===== config.mk =====
export PLATFORM = sky130hd
export DESIGN_NAME = serial_motion_command_parser
export DESIGN_NICKNAME = d
export VERILOG_FILES = /design/src/smcp_pkg.sv /design/src/serial_motion_command_parser.sv
export VERILOG_INCLUDE_DIRS = /design/src /design/src/src
export SDC_FILE = /design/constraint.sdc
export NUM_CORES = 1
export LEC_CHECK = 0
export ABC_AREA = 1
export BUFFER_PORTS_ARGS = -buffer_cell sky130_fd_sc_hd__buf_2
export CORE_MARGIN = 1.5
export CORE_UTILIZATION = 55
export CTS_CLUSTER_SIZE = 10
export DETAILED_ROUTE_END_ITERATION = 7
export MAX_ROUTING_LAYER = met4
export PLACE_DENSITY_LB_ADDON = 0.1
export REMOVE_ABC_BUFFERS = 1
export SYNTH_ARGS = -nofsm -noshare
export SYNTH_HDL_FRONTEND = slang
export SYNTH_SLANG_ARGS = --single-unit

===== constraint.sdc =====
create_clock -name clk_i -period 4.76 [get_ports clk_i]
set_clock_uncertainty 0.15 [all_clocks]
set_input_delay 0.952 -clock clk_i [delete_from_list [all_inputs] [get_ports clk_i]]
set_output_delay 0.952 -clock clk_i [all_outputs]
set_load 0.1 [all_outputs]

===== src/serial_motion_command_parser_defines.svh =====
// assertion macros for the serial motion command parser
`ifndef SERIAL_MOTION_COMMAND_PARSER_DEFINES_SVH
`define SERIAL_MOTION_COMMAND_PARSER_DEFINES_SVH

`ifndef SYNTHESIS
// clocked assertion, disabled while reset is asserted
`define SMCP_ASSERT(lbl, clk, rst_n, prop, msg) \
  lbl: assert property (@(posedge clk) disable iff (!rst_n) prop) else $error(msg);
// clocked assertion, also checked during reset
`define SMCP_ASSERT_ALWAYS(lbl, clk, prop, msg) \
  lbl: assert property (@(posedge clk) prop) else $error(msg);
`else
`define SMCP_ASSERT(lbl, clk, rst_n, prop, msg)
`define SMCP_ASSERT_ALWAYS(lbl, clk, prop, msg)
`endif

`endif


===== src/smcp_pkg.sv =====
// shared types and constants of the serial motion command parser
`default_nettype none

package smcp_pkg;

  // field widths
  localparam int unsigned ByteW   = 8;
  localparam int unsigned ActionW = 2;
  localparam int unsigned AmountW = 32;
  localparam int unsigned RegW    = 16;
  localparam int unsigned RegIdxW = 1;
  localparam int unsigned PhaseW  = 3;
  localparam int unsigned TokLenW = 3;
  localparam int unsigned OutDataW = 40;

  // configuration register indexes
  localparam logic [RegIdxW-1:0] REG_STEER_MIN = 1'd0;
  localparam logic [RegIdxW-1:0] REG_STEER_MAX = 1'd1;

  // configuration reset values
  localparam logic [RegW-1:0] SteerMinReset = 16'd85;
  localparam logic [RegW-1:0] SteerMaxReset = 16'd240;

  // parse phases
  localparam logic [PhaseW-1:0] PH_BEFORE = 3'd0;
  localparam logic [PhaseW-1:0] PH_TOKEN  = 3'd1;
  localparam logic [PhaseW-1:0] PH_GAP    = 3'd2;
  localparam logic [PhaseW-1:0] PH_SIGN   = 3'd3;
  localparam logic [PhaseW-1:0] PH_DIGITS = 3'd4;
  localparam logic [PhaseW-1:0] PH_DONE   = 3'd5;
  localparam logic [PhaseW-1:0] PH_FAIL   = 3'd6;

  // action codes
  localparam logic [ActionW-1:0] ACT_NONE  = 2'd0;
  localparam logic [ActionW-1:0] ACT_FWD   = 2'd1;
  localparam logic [ActionW-1:0] ACT_BCK   = 2'd2;
  localparam logic [ActionW-1:0] ACT_STEER = 2'd3;

  // special characters
  localparam logic [ByteW-1:0] CH_CLEAR = 8'h3A;  // ':'
  localparam logic [ByteW-1:0] CH_END   = 8'h3B;  // ';'
  localparam logic [ByteW-1:0] CH_PLUS  = 8'h2B;
  localparam logic [ByteW-1:0] CH_MINUS = 8'h2D;
  localparam logic [ByteW-1:0] CH_ZERO  = 8'h30;
  localparam logic [ByteW-1:0] CH_NINE  = 8'h39;
  localparam logic [ByteW-1:0] CH_SPACE = 8'h20;
  localparam logic [ByteW-1:0] CH_TAB   = 8'h09;
  localparam logic [ByteW-1:0] CH_CR    = 8'h0D;
  localparam logic [ByteW-1:0] CH_NUL   = 8'h00;

  // command names, first character in the lowest byte
  localparam logic [3*ByteW-1:0] NameFwd = {8'h44, 8'h57, 8'h46};  // FWD
  localparam logic [3*ByteW-1:0] NameBck = {8'h4B, 8'h43, 8'h42};  // BCK
  localparam logic [3*ByteW-1:0] NameLft = {8'h54, 8'h46, 8'h4C};  // LFT

  // one result item
  typedef struct packed {
    logic                       steer_rejected;
    logic                       malformed;
    logic                       overflow;
    logic signed [AmountW-1:0]  amount;
    logic [ActionW-1:0]         action;
  } result_t;

endpackage

`default_nettype wire


===== src/serial_motion_command_parser.sv =====
// serial motion command parser: byte stream in, command items out
//
// Usage: received serial bytes enter on the s_axis channel, one byte per item.
// ':' clears the line, ';' ends it and emits one command item on m_axis; a
// byte that finds the line already MAX_LINE-1 bytes long also emits an item
// with the overflow flag set. All other bytes emit nothing.
// The parse state and the result are computed from the incoming byte in the
// cycle it is accepted; the result item is then registered in the output
// register, or in the skid register if that one is held. One byte per cycle
// while s_axis_tready is high; every byte reads and updates the single parse state.
// A two-entry result buffer (output register plus skid register) sits on the
// master side, so input keeps flowing while one result waits; s_axis_tready
// drops only when both entries hold results and stays low until m_axis takes
// one.
// Reset clears the line, the result buffer and the parse state but for the
// token characters, and loads the steering limits with 85 and 240. The limits
// may be rewritten on the cfg port while the block is idle.
`default_nettype none

`include "serial_motion_command_parser_defines.svh"

module serial_motion_command_parser #(
  parameter int unsigned MAX_LINE = 20
) (
  input  wire logic                              clk_i,
  input  wire logic                              rst_ni,
  // configuration write port
  input  wire logic                              cfg_we_i,
  input  wire logic [smcp_pkg::RegIdxW-1:0]      cfg_idx_i,
  input  wire logic [smcp_pkg::RegW-1:0]         cfg_wdata_i,
  // byte input
  input  wire logic                              s_axis_tvalid,
  output logic                                   s_axis_tready,
  input  wire logic [smcp_pkg::ByteW-1:0]        s_axis_tdata,   // rx_byte[7:0]
  // command output
  output logic                                   m_axis_tvalid,
  input  wire logic                              m_axis_tready,
  // action[1:0], amount[33:2], overflow[34], malformed[35], steer_rejected[36], zeros
  output logic [smcp_pkg::OutDataW-1:0]          m_axis_tdata
);

  import smcp_pkg::*;

  localparam int unsigned LineW = $clog2(MAX_LINE);
  localparam logic [LineW-1:0] LineLast = LineW'(MAX_LINE - 1);
  localparam int unsigned MulW = AmountW + 4;

  // configuration registers
  logic [RegW-1:0] steer_min_q, steer_max_q;

  // parse state
  logic [LineW-1:0]       line_count_q, line_count_d;
  logic [PhaseW-1:0]      phase_q, phase_d;
  logic [ByteW-1:0]       tok_q [3];
  logic [ByteW-1:0]       tok_d [3];
  logic [TokLenW-1:0]     tok_len_q, tok_len_d;
  logic [AmountW-1:0]     acc_q, acc_d;
  logic                   neg_q, neg_d;
  logic                   digits_q, digits_d;

  // state seen by the current byte, after an overflow clear
  logic [LineW-1:0]       cur_count;
  logic [PhaseW-1:0]      cur_phase;
  logic [TokLenW-1:0]     cur_tok_len;
  logic [AmountW-1:0]     cur_acc;
  logic                   cur_neg;
  logic                   cur_digits;

  // byte classification and digit step
  logic [ByteW-1:0]       rx;
  logic                   ovf, is_space, is_digit, is_sign;
  logic [MulW-1:0]        acc_ext, acc_x10, acc_limit;
  logic [AmountW-1:0]     acc_sat;
  logic                   s_fire, m_fire;

  // line finish
  logic                   tok_fwd, tok_bck, tok_lft, steer_bad;
  logic                   res_valid;
  result_t                res;

  // result buffer
  logic                   out_valid_q, skid_valid_q;
  result_t                out_q, skid_q;

  assign s_fire = s_axis_tvalid && s_axis_tready;
  assign m_fire = m_axis_tvalid && m_axis_tready;
  assign rx     = s_axis_tdata;

  // configuration writes
  always_ff @(posedge clk_i or negedge rst_ni) begin
    if (!rst_ni) begin
      steer_min_q <= SteerMinReset;
      steer_max_q <= SteerMaxReset;
    end else if (cfg_we_i) begin
      unique case (cfg_idx_i)
        REG_STEER_MIN: steer_min_q <= cfg_wdata_i;
        REG_STEER_MAX: steer_max_q <= cfg_wdata_i;
        default: ;
      endcase
    end
  end

  // overflow clears the line before the byte is handled
  assign ovf         = (line_count_q == LineLast);
  assign cur_count   = ovf ? '0 : line_count_q;
  assign cur_phase   = ovf ? PH_BEFORE : phase_q;
  assign cur_tok_len = ovf ? '0 : tok_len_q;
  assign cur_acc     = ovf ? '0 : acc_q;
  assign cur_neg     = ovf ? 1'b0 : neg_q;
  assign cur_digits  = ovf ? 1'b0 : digits_q;

  // byte classes
  assign is_space = (rx == CH_SPACE) || ((rx >= CH_TAB) && (rx <= CH_CR));
  assign is_digit = (rx >= CH_ZERO) && (rx <= CH_NINE);
  assign is_sign  = (rx == CH_PLUS) || (rx == CH_MINUS);

  // accumulate one decimal digit with saturation
  assign acc_ext   = MulW'(cur_acc);
  assign acc_x10   = (acc_ext << 3) + (acc_ext << 1) + MulW'(rx - CH_ZERO);
  assign acc_limit = cur_neg ? MulW'(64'd2147483648) : MulW'(64'd2147483647);
  assign acc_sat   = (acc_x10 > acc_limit) ? acc_limit[AmountW-1:0] : acc_x10[AmountW-1:0];

  // next parse state
  always_comb begin
    line_count_d = cur_count;
    phase_d      = cur_phase;
    tok_d        = tok_q;
    tok_len_d    = cur_tok_len;
    acc_d        = cur_acc;
    neg_d        = cur_neg;
    digits_d     = cur_digits;
    if ((rx == CH_CLEAR) || (rx == CH_END)) begin
      line_count_d = '0;
      phase_d      = PH_BEFORE;
      tok_len_d    = '0;
      acc_d        = '0;
      neg_d        = 1'b0;
      digits_d     = 1'b0;
    end else begin
      line_count_d = cur_count + LineW'(1);
      unique case (cur_phase)
        PH_BEFORE: begin
          if (rx == CH_NUL) begin
            phase_d = PH_FAIL;
          end else if (!is_space) begin
            tok_d[0]  = rx;
            tok_len_d = TokLenW'(1);
            phase_d   = PH_TOKEN;
          end
        end
        PH_TOKEN: begin
          if (rx == CH_NUL) begin
            phase_d = PH_FAIL;
          end else if (is_space) begin
            phase_d = PH_GAP;
          end else if (cur_tok_len < TokLenW'(3)) begin
            tok_d[cur_tok_len[1:0]] = rx;
            tok_len_d = cur_tok_len + TokLenW'(1);
          end else begin
            tok_len_d = TokLenW'(4);
          end
        end
        PH_GAP: begin
          if (is_space) begin
            phase_d = PH_GAP;
          end else if (is_sign) begin
            neg_d   = (rx == CH_MINUS);
            phase_d = PH_SIGN;
          end else if (is_digit) begin
            acc_d    = acc_sat;
            digits_d = 1'b1;
            phase_d  = PH_DIGITS;
          end else begin
            phase_d = PH_FAIL;
          end
        end
        PH_SIGN: begin
          if (is_digit) begin
            acc_d    = acc_sat;
            digits_d = 1'b1;
            phase_d  = PH_DIGITS;
          end else begin
            phase_d = PH_FAIL;
          end
        end
        PH_DIGITS: begin
          if (is_digit) begin
            acc_d    = acc_sat;
            digits_d = 1'b1;
          end else begin
            phase_d = PH_DONE;
          end
        end
        default: ;
      endcase
    end
  end

  // token match against the command names
  assign tok_fwd = (cur_tok_len == TokLenW'(3)) && ({tok_q[2], tok_q[1], tok_q[0]} == NameFwd);
  assign tok_bck = (cur_tok_len == TokLenW'(3)) && ({tok_q[2], tok_q[1], tok_q[0]} == NameBck);
  assign tok_lft = (cur_tok_len == TokLenW'(3)) && ({tok_q[2], tok_q[1], tok_q[0]} == NameLft);
  assign steer_bad = (cur_neg && (cur_acc != '0))
                   || (cur_acc < AmountW'(steer_min_q))
                   || (cur_acc > AmountW'(steer_max_q));

  // result item for ';' or overflow
  always_comb begin
    res          = '0;
    res.overflow = ovf;
    res_valid    = s_fire && (ovf || (rx == CH_END));
    if (rx == CH_END) begin
      if (cur_digits) begin
        res.amount = cur_neg ? AmountW'(-cur_acc) : cur_acc;
      end
      if (!cur_digits) begin
        res.malformed = 1'b1;
      end else if (tok_fwd) begin
        res.action = ACT_FWD;
      end else if (tok_bck) begin
        res.action = ACT_BCK;
      end else if (tok_lft) begin
        if (steer_bad) begin
          res.steer_rejected = 1'b1;
        end else begin
          res.action = ACT_STEER;
        end
      end else begin
        res.malformed = 1'b1;
      end
    end
  end

  // parse state registers
  always_ff @(posedge clk_i or negedge rst_ni) begin
    if (!rst_ni) begin
      line_count_q <= '0;
      phase_q      <= PH_BEFORE;
      tok_len_q    <= '0;
      acc_q        <= '0;
      neg_q        <= 1'b0;
      digits_q     <= 1'b0;
    end else if (s_fire) begin
      line_count_q <= line_count_d;
      phase_q      <= phase_d;
      tok_len_q    <= tok_len_d;
      acc_q        <= acc_d;
      neg_q        <= neg_d;
      digits_q     <= digits_d;
    end
  end

  // token characters carry no reset
  always_ff @(posedge clk_i) begin
    if (s_fire) begin
      tok_q <= tok_d;
    end
  end

  // result buffer valid bits
  always_ff @(posedge clk_i or negedge rst_ni) begin
    if (!rst_ni) begin
      out_valid_q  <= 1'b0;
      skid_valid_q <= 1'b0;
    end else if (skid_valid_q) begin
      if (m_fire) begin
        skid_valid_q <= 1'b0;
      end
    end else if (res_valid) begin
      if (out_valid_q && !m_fire) begin
        skid_valid_q <= 1'b1;
      end else begin
        out_valid_q <= 1'b1;
      end
    end else if (m_fire) begin
      out_valid_q <= 1'b0;
    end
  end

  // result buffer payload
  always_ff @(posedge clk_i) begin
    if (skid_valid_q) begin
      if (m_fire) begin
        out_q <= skid_q;
      end
    end else if (res_valid) begin
      if (out_valid_q && !m_fire) begin
        skid_q <= res;
      end else begin
        out_q <= res;
      end
    end
  end

  assign s_axis_tready = !skid_valid_q;
  assign m_axis_tvalid = out_valid_q;
  assign m_axis_tdata  = {(OutDataW - $bits(result_t))'(0), out_q};

  // checks
  `SMCP_ASSERT(a_skid_needs_out, clk_i, rst_ni, skid_valid_q |-> out_valid_q, "skid entry without output entry")
  `SMCP_ASSERT_ALWAYS(a_line_bound, clk_i, !rst_ni || (line_count_q <= LineLast), "line count past its bound")
  `SMCP_ASSERT(a_action_clean, clk_i, rst_ni, (out_valid_q && (out_q.action != ACT_NONE)) |-> (!out_q.malformed && !out_q.steer_rejected && !out_q.overflow), "action item carries error flag")
  `SMCP_ASSERT(a_no_lost_result, clk_i, rst_ni, (skid_valid_q && !m_fire) |=> skid_valid_q, "pending result dropped")

endmodule

`default_nettype wire

== Word-level counts from Yosys, hierarchy flattened ==
Index checks and enable logic that the tools add are counted.
Storage, ports and cells
  output and inout bits: 42
  word-level logic and storage cells: 176
  bits of input ports: 30
  register bits: 177
Cells by class
  order comparisons: 10
  add/subtract/negate cells: 6
  bitwise gates (word level): 6
  multiplexer cells: 76
  reduce and logical (&&, ||, !) cells: 33
  equality and inequality tests: 22
Operators by type and width (number)
  2-to-1 mux 32 bit: 9
  2-to-1 mux 37 bit: 4
  == test 24 x 23 -> 1 bit, second input constant: 3
  2-to-1 mux 24 bit: 3
  case mux 32 bit (2 select lines): 1
  2-to-1 mux 3 bit: 16
  == test 8 x 6 -> 1 bit, second input constant: 5
  adder 35 x 33 -> 36 bit: 1
  adder 36 bit: 1
  greater-than comparator 36 x 32 -> 1 bit: 1
  2-to-1 mux 34 bit: 1
  greater-than comparator 32 x 16 -> 1 bit: 1
  < comparator 32 x 16 -> 1 bit: 1
  negator 32 bit: 1
  nonzero test 32 bit: 1
  bitwise mux 24 bit: 1
  2-to-1 mux 8 bit: 3
  2-to-1 mux 1 bit: 22
  2-to-1 mux 2 bit: 9
  demux 8 bit (select 2 bit): 1
  inequality test 2 bit, second input constant: 8
  case mux 8 bit (2 select lines): 1
  case mux 3 bit (5 select lines): 1
  logical AND 1 bit: 11
  other kinds (29): 47

== Depth between registers and ports, before layout ==
  depth after elaboration: 15
  gate-level depth with buffers: 41
  gate-level depth less buffers: 39

== Worst setup path after synthesis ==
OpenSTA, ideal clock, no wires.
  path kind: input-to-reg
  start: in s_axis_tdata[7] (netlist name)
  end: reg acc_q[16]
  buffers on the path: 1
  setup slack: -2.433 ns
  arrival time: 6.927 ns
  stages on the path: 34
  required time: 4.494 ns
  library setup time: 0.116 ns
  cells stage by stage: nor2_1 -> inv_1 -> nor2_1 -> inv_1 -> fa_1 -> inv_1 -> ha_1 -> nand2_1 -> inv_1 -> nand2_1 -> nand2_1 -> a21oi_1 -> nand3_1 -> a21oi_1 -> xor2_1 -> inv_1 -> ha_1 -> nand2_1 -> inv_1 -> nand3_1 -> a31oi_1 -> nor3_1 -> nand2_1 -> nand2_1 -> nand2_1 -> a21oi_2 -> buf_2 -> nand3_1 -> nand2_1 -> nand2_1 -> nand3_1 -> nand2_1 -> nand2_1 -> nand2_1
Between the ends
  cells in the longest elaborated chain, start to end: 9
  elaborated cells on any way between the ends: 23
  those cells by class: add/sub: 2; order compare: 5; eq/ne: 5; mux: 6; reduce/logical: 5
RTL lines
  start: declaration: RTL line serial_motion_command_parser.sv:34  | input wire logic [smcp_pkg::ByteW-1:0] s_axis_tdata,
  subtractor 8 x 6 -> 9 bit: RTL line serial_motion_command_parser.sv:119  | assign acc_x10 = (acc_ext << 3) + (acc_ext << 1) + MulW'(rx - CH_ZERO);
  adder 36 bit: RTL line serial_motion_command_parser.sv:119
  greater-than comparator 36 x 32 -> 1 bit: RTL line serial_motion_command_parser.sv:121  | assign acc_sat = (acc_x10 > acc_limit) ? acc_limit[AmountW-1:0] : acc_x10[AmountW-1:0];
  2-to-1 mux 32 bit: RTL line serial_motion_command_parser.sv:121
  2-to-1 mux 32 bit: RTL line serial_motion_command_parser.sv:169, serial_motion_command_parser.sv:178, serial_motion_command_parser.sv:187
  2-to-1 mux 32 bit: RTL line serial_motion_command_parser.sv:166  | end else if (is_sign) begin
  2-to-1 mux 32 bit: RTL line serial_motion_command_parser.sv:164  | if (is_space) begin
  case mux 32 bit (2 select lines): RTL line serial_motion_command_parser.sv:141  | unique case (cur_phase)
  2-to-1 mux 32 bit (*): RTL line serial_motion_command_parser.sv:132  | if ((rx == CH_CLEAR) || (rx == CH_END)) begin
  end signal: assignment: RTL line serial_motion_command_parser.sv:240  | acc_q <= '0;
  end signal: assignment: RTL line serial_motion_command_parser.sv:247  | acc_q <= acc_d;
  end: declaration: RTL line serial_motion_command_parser.sv:57  | logic [AmountW-1:0] acc_q, acc_d;
Mark *: on every way between the ends. The rest lies on a longest branch, timed or not.
A chain may end at the register's enable or synchronous reset.

== Worst setup path in the final report ==
  start: in s_axis_tdata[4] (netlist name)
  end: reg acc_q[1]
The elaborated chain is that of the path after synthesis.

==> flow_summary_export.csv <==
group,metric,value,unit
status,outcome,"complete, but fails checks",
status,violations,"negative setup slack",
place,place_ws,-1.25,ns
logic_synthesis,synth.area.top_cells,"edfxtp_1 (20%), nand2_1 (16%), dfrtp_1 (12%), ha_1 (9.0%), inv_1 (8.6%)",
drt,dr.pass1.iters,5,
critical_path,critPathTopFamily,"simple AND/OR/NAND/NOR gates",
power_and_ir_drop,total_power,17300,uW
global_routing,grt_max_degree,52,
drt,drt-initial-drc-count,1674,
critical_path,r2r_end,"acc_q[1]",
power_and_ir_drop,ir_worst_vdd,0.544,mV
clock_network,clockBufferDepth,2,
place,dpl.hpwl,33800,um
final_layout,antenna_cells,0,
drt,routed_wl,50800,um
floorplanning,start_util,0.566,
logic_synthesis,synth-seq-cells,177,
critical_path,crit_path_top_delay_cell,"fa_2",
timing,slew_viol_final,0,
clock_network,tritoncts,"yes",
floorplanning,die_y,167,um
drt,antenna_left,0,
min_path,holdPathStages,2,
drt,routed_via_density,5.67,
logic_synthesis,synth_cells,2119,
global_routing,antenna_found_initial,0,
drt,wl_per_cell,18.0,um
critical_path,r2r-start,"line_count_q[1]",
logic_synthesis,synth_area_per_cell,7.02,um^2
logic_synthesis,synth_common_cells,"nand2_1 (633), inv_1 (342), nor2_1 (170), o21ai_0 (131), nand3_1 (116)",
clock_network,h-tree-depth,4,
critical_path,critical_path_arrival,5.57,ns
flow_run,cap_violations,0,
critical_path,path_max_fanout,10,
clock_network,clock_sinks,177,
final_layout,nets,2639,
timing,setup_viol,32,
logic_synthesis,synth-main-ff-cell,"edfxtp_1",
final_layout,fin_util,0.768,
global_routing,grt_pass1_wl,77100,um
logic_synthesis,post-synth-top-area-fraction,0.198,
clock_network,clkLatencyLatePin,0.46,ns
power_and_ir_drop,cellPowerDensity,860,nW/um^2
timing,hold_viol,0,
critical_path,ff2ff_setup_slack,-0.54,ns
timing,finalCriticalPeriod,5.34,ns
critical_path,cpPeakStageDelay,0.48,ns
critical_path,cpMostUsedCell,"nand2_1",
timing,tightest_slew,0.932,ns
logic_synthesis,synth_area,14900,um^2
final_layout,multi_input_area,9770,um^2
logic_synthesis,synth_most_common_cell,"nand2_1",
final_layout,drive_gt1_frac,0.310,
final_layout,ff_latch_area,4930,um^2
logic_synthesis,yosysUniqueCellTypes,65,
timing,fin_ws,-0.579,ns
logic_synthesis,ys_seq_area_frac,0.332,
clock_network,clk_pin_slew_worst_paths,0.08,ns
timing,relSlewSlack,0.377,
min_path,hold_path.startpoint,"steer_min_q[9]",
clock_network,cts_buffers,17,
critical_path,rr_worst_depth,37,
floorplanning,io_pins,72,
logic_synthesis,synth_area_leader_cell,"edfxtp_1",
critical_path,cp.required,4.99,ns
power_and_ir_drop,p_leak,0.0103,uW
critical_path,crit_buf_inv,7,
critical_path,critical_path_class,"input pin to flip-flop",
place,port_buffers,68,
timing,hold_slack,0.336,ns
global_routing,grt-ovfl-total,0,
drt,drcViolationCount,0,
floorplanning,dieArea,28000,um^2
floorplanning,rows,59,
timing,max_freq,187,MHz
global_routing,grt_pass1_vias,14900,
logic_synthesis,synthArstFlopShare,0.446,
critical_path,critPathLaunchType,"input pin",
place,place.gp.congestion,0.956,
logic_synthesis,synth_edf_count,98,
global_routing,grt_usage,0.357,
clock_network,cts-root-buf,"clkbuf_16",
floorplanning,core_region_area,26300,um^2
drt,vias,16000,
floorplanning,fp.dieW,167,um
final_layout,nFillCells,1883,
final_layout,area_growth,35.7,%
min_path,min_to,"steer_min_q[9]",
timing,rsz0062_at_grt,"yes",
logic_synthesis,yosys_warnings,0,
timing,post-route-period-util,1.12,
min_path,hold_class,"flip-flop to flip-flop",
critical_path,cp-end-kind,"flip-flop",
==> sequential cells by signal (all words and copies together) (netlist names) <==
| signal | cells |
|---|---|
| acc_q | 32 |
| m_axis_tdata | 37 |
| neg_q | 1 |
| skid_valid_q | 1 |
| skid_q | 37 |
| steer_max_q | 16 |
| phase_q | 3 |
| m_axis_tvalid | 1 |
| tok_len_q | 3 |
| tok_q | 24 |
| digits_q | 1 |
| line_count_q | 5 |
| steer_min_q | 16 |
==> kinds of logic (layout without fill, tap and decap cells) <==
logic type / after synthesis / after routing / synth area share
compound gates: 319 / 319 / 0.121
simple gates: 1029 / 1029 / 0.296
fa+ha+maj: 129 / 129 / 0.120
buf+inv: 431 / 803 / 0.112
xor+xnor: 32 / 32 / 0.0189
other cells: 1 / 3 / 0.000252
flops: 177 / 177 / 0.332
mux: 1 / 1 / 0.000757
==> worst register-to-register path: cells and delay by family, from the launching register on <==
family	cells	cell delay, ns
adders and majority gates	3	1.14
and+or+nand+nor	22	1.91
DFF	1	0.41
xor gates and xnor gates	1	0.16
buffers and inverters	8	0.95
AOI/OAI and AO/OA	3	0.49
==> metal layers <==
layer | global-route usage | wire length (um) | part of all wire | vias up
met5 | - | 0 | 0 | -
met4 | 0.114 | 1480 | 0.029 | 0
met3 | 0.0678 | 5260 | 0.10 | 136
met2 | 0.539 | 22900 | 0.45 | 922
met1 | 0.485 | 21200 | 0.42 | 7461
li1 | - | - | - | 7517
==> power by group <==
part	switching [uW]	internal, uW	leakage (uW)
clock	760	741	0.000299
combinational	7580	6130	0.00816
sequential	223	1910	0.00185
total	8570	8780	0.0103
==> layout make-up <==
type | count | area share
multi-input cells | 1513 | 0.484
inverters | 369 | 0.0704
clock buffers | 18 | 0.0223
clock inverters | 14 | 0.00800
repair buffers | 402 | 0.150
well taps | 335 | 0.0208
flip-flops and latches | 177 | 0.244
==> worst max-delay path by stage <==
| stage | startpoint | to | slack [ns] | cells past startpoint |
|---|---|---|---|---|
| after detailed placement | s_axis_tdata[4] | acc_q[9] | -1.25 | 34 |
| after global placement | s_axis_tdata[4] | acc_q[9] | -1.19 | 28 |
| final | s_axis_tdata[4] | acc_q[1] | -0.58 | 35 |
| after CTS | line_count_q[0] | acc_q[9] | -0.29 | 36 |
| after floorplan | s_axis_tdata[7] | acc_q[11] | -2.91 | 33 |
| after global routing | line_count_q[1] | acc_q[20] | -0.77 | 42 |
==> through the flow <==
step | setup TNS, ns | std cells | instance area [um^2]
6_report | -16.07 | 2828 | 20200
5_1_grt | -23.53 | 2828 | 20200
4_1_cts | -7.68 | 2803 | 19300
3_5_place_dp | -36.62 | 2717 | 17400
3_3_place_gp | -33.92 | 2717 | 17400
2_1_floorplan | -175.18 | 2059 | 14600
==> timing repair <==
item	4_1_cts	5_1_grt
resized for setup	198	162
buffers inserted	53	25
gates cloned	1	3
hold buffers	0	0
setup endpoints to repair	32	32
pin swaps	64	112
==> cell usage in the layout (no fill, tap or decap), types with 8 or more instances in the layout <==
master	synthesis	layout
buf_12	0	10
fa_1	22	19
nand2_4	7	22
ha_4	0	35
ha_1	107	71
a31oi_1	17	14
xor2_1	24	10
o21ai_0	131	119
nor4_1	10	9
buf_4	3	317
buf_2	16	66
nor3_1	25	21
inv_4	0	8
nor2_1	170	139
dfrtp_1	71	71
nand2_2	14	75
o21ai_1	8	12
inv_2	25	34
nand2_1	633	553
edfxtp_1	98	98
nor3_2	4	8
dfstp_2	8	8
nor2_4	5	21
nor2_2	4	19
clkbuf_16	0	19
a21oi_4	0	8
a21oi_1	109	81
xor2_2	0	14
nand4_1	20	20
nand3_1	116	104
a21oi_2	1	21
inv_1	342	322
o21bai_1	16	10
nand3_2	1	11
Power figures use the tool's default switching activity.
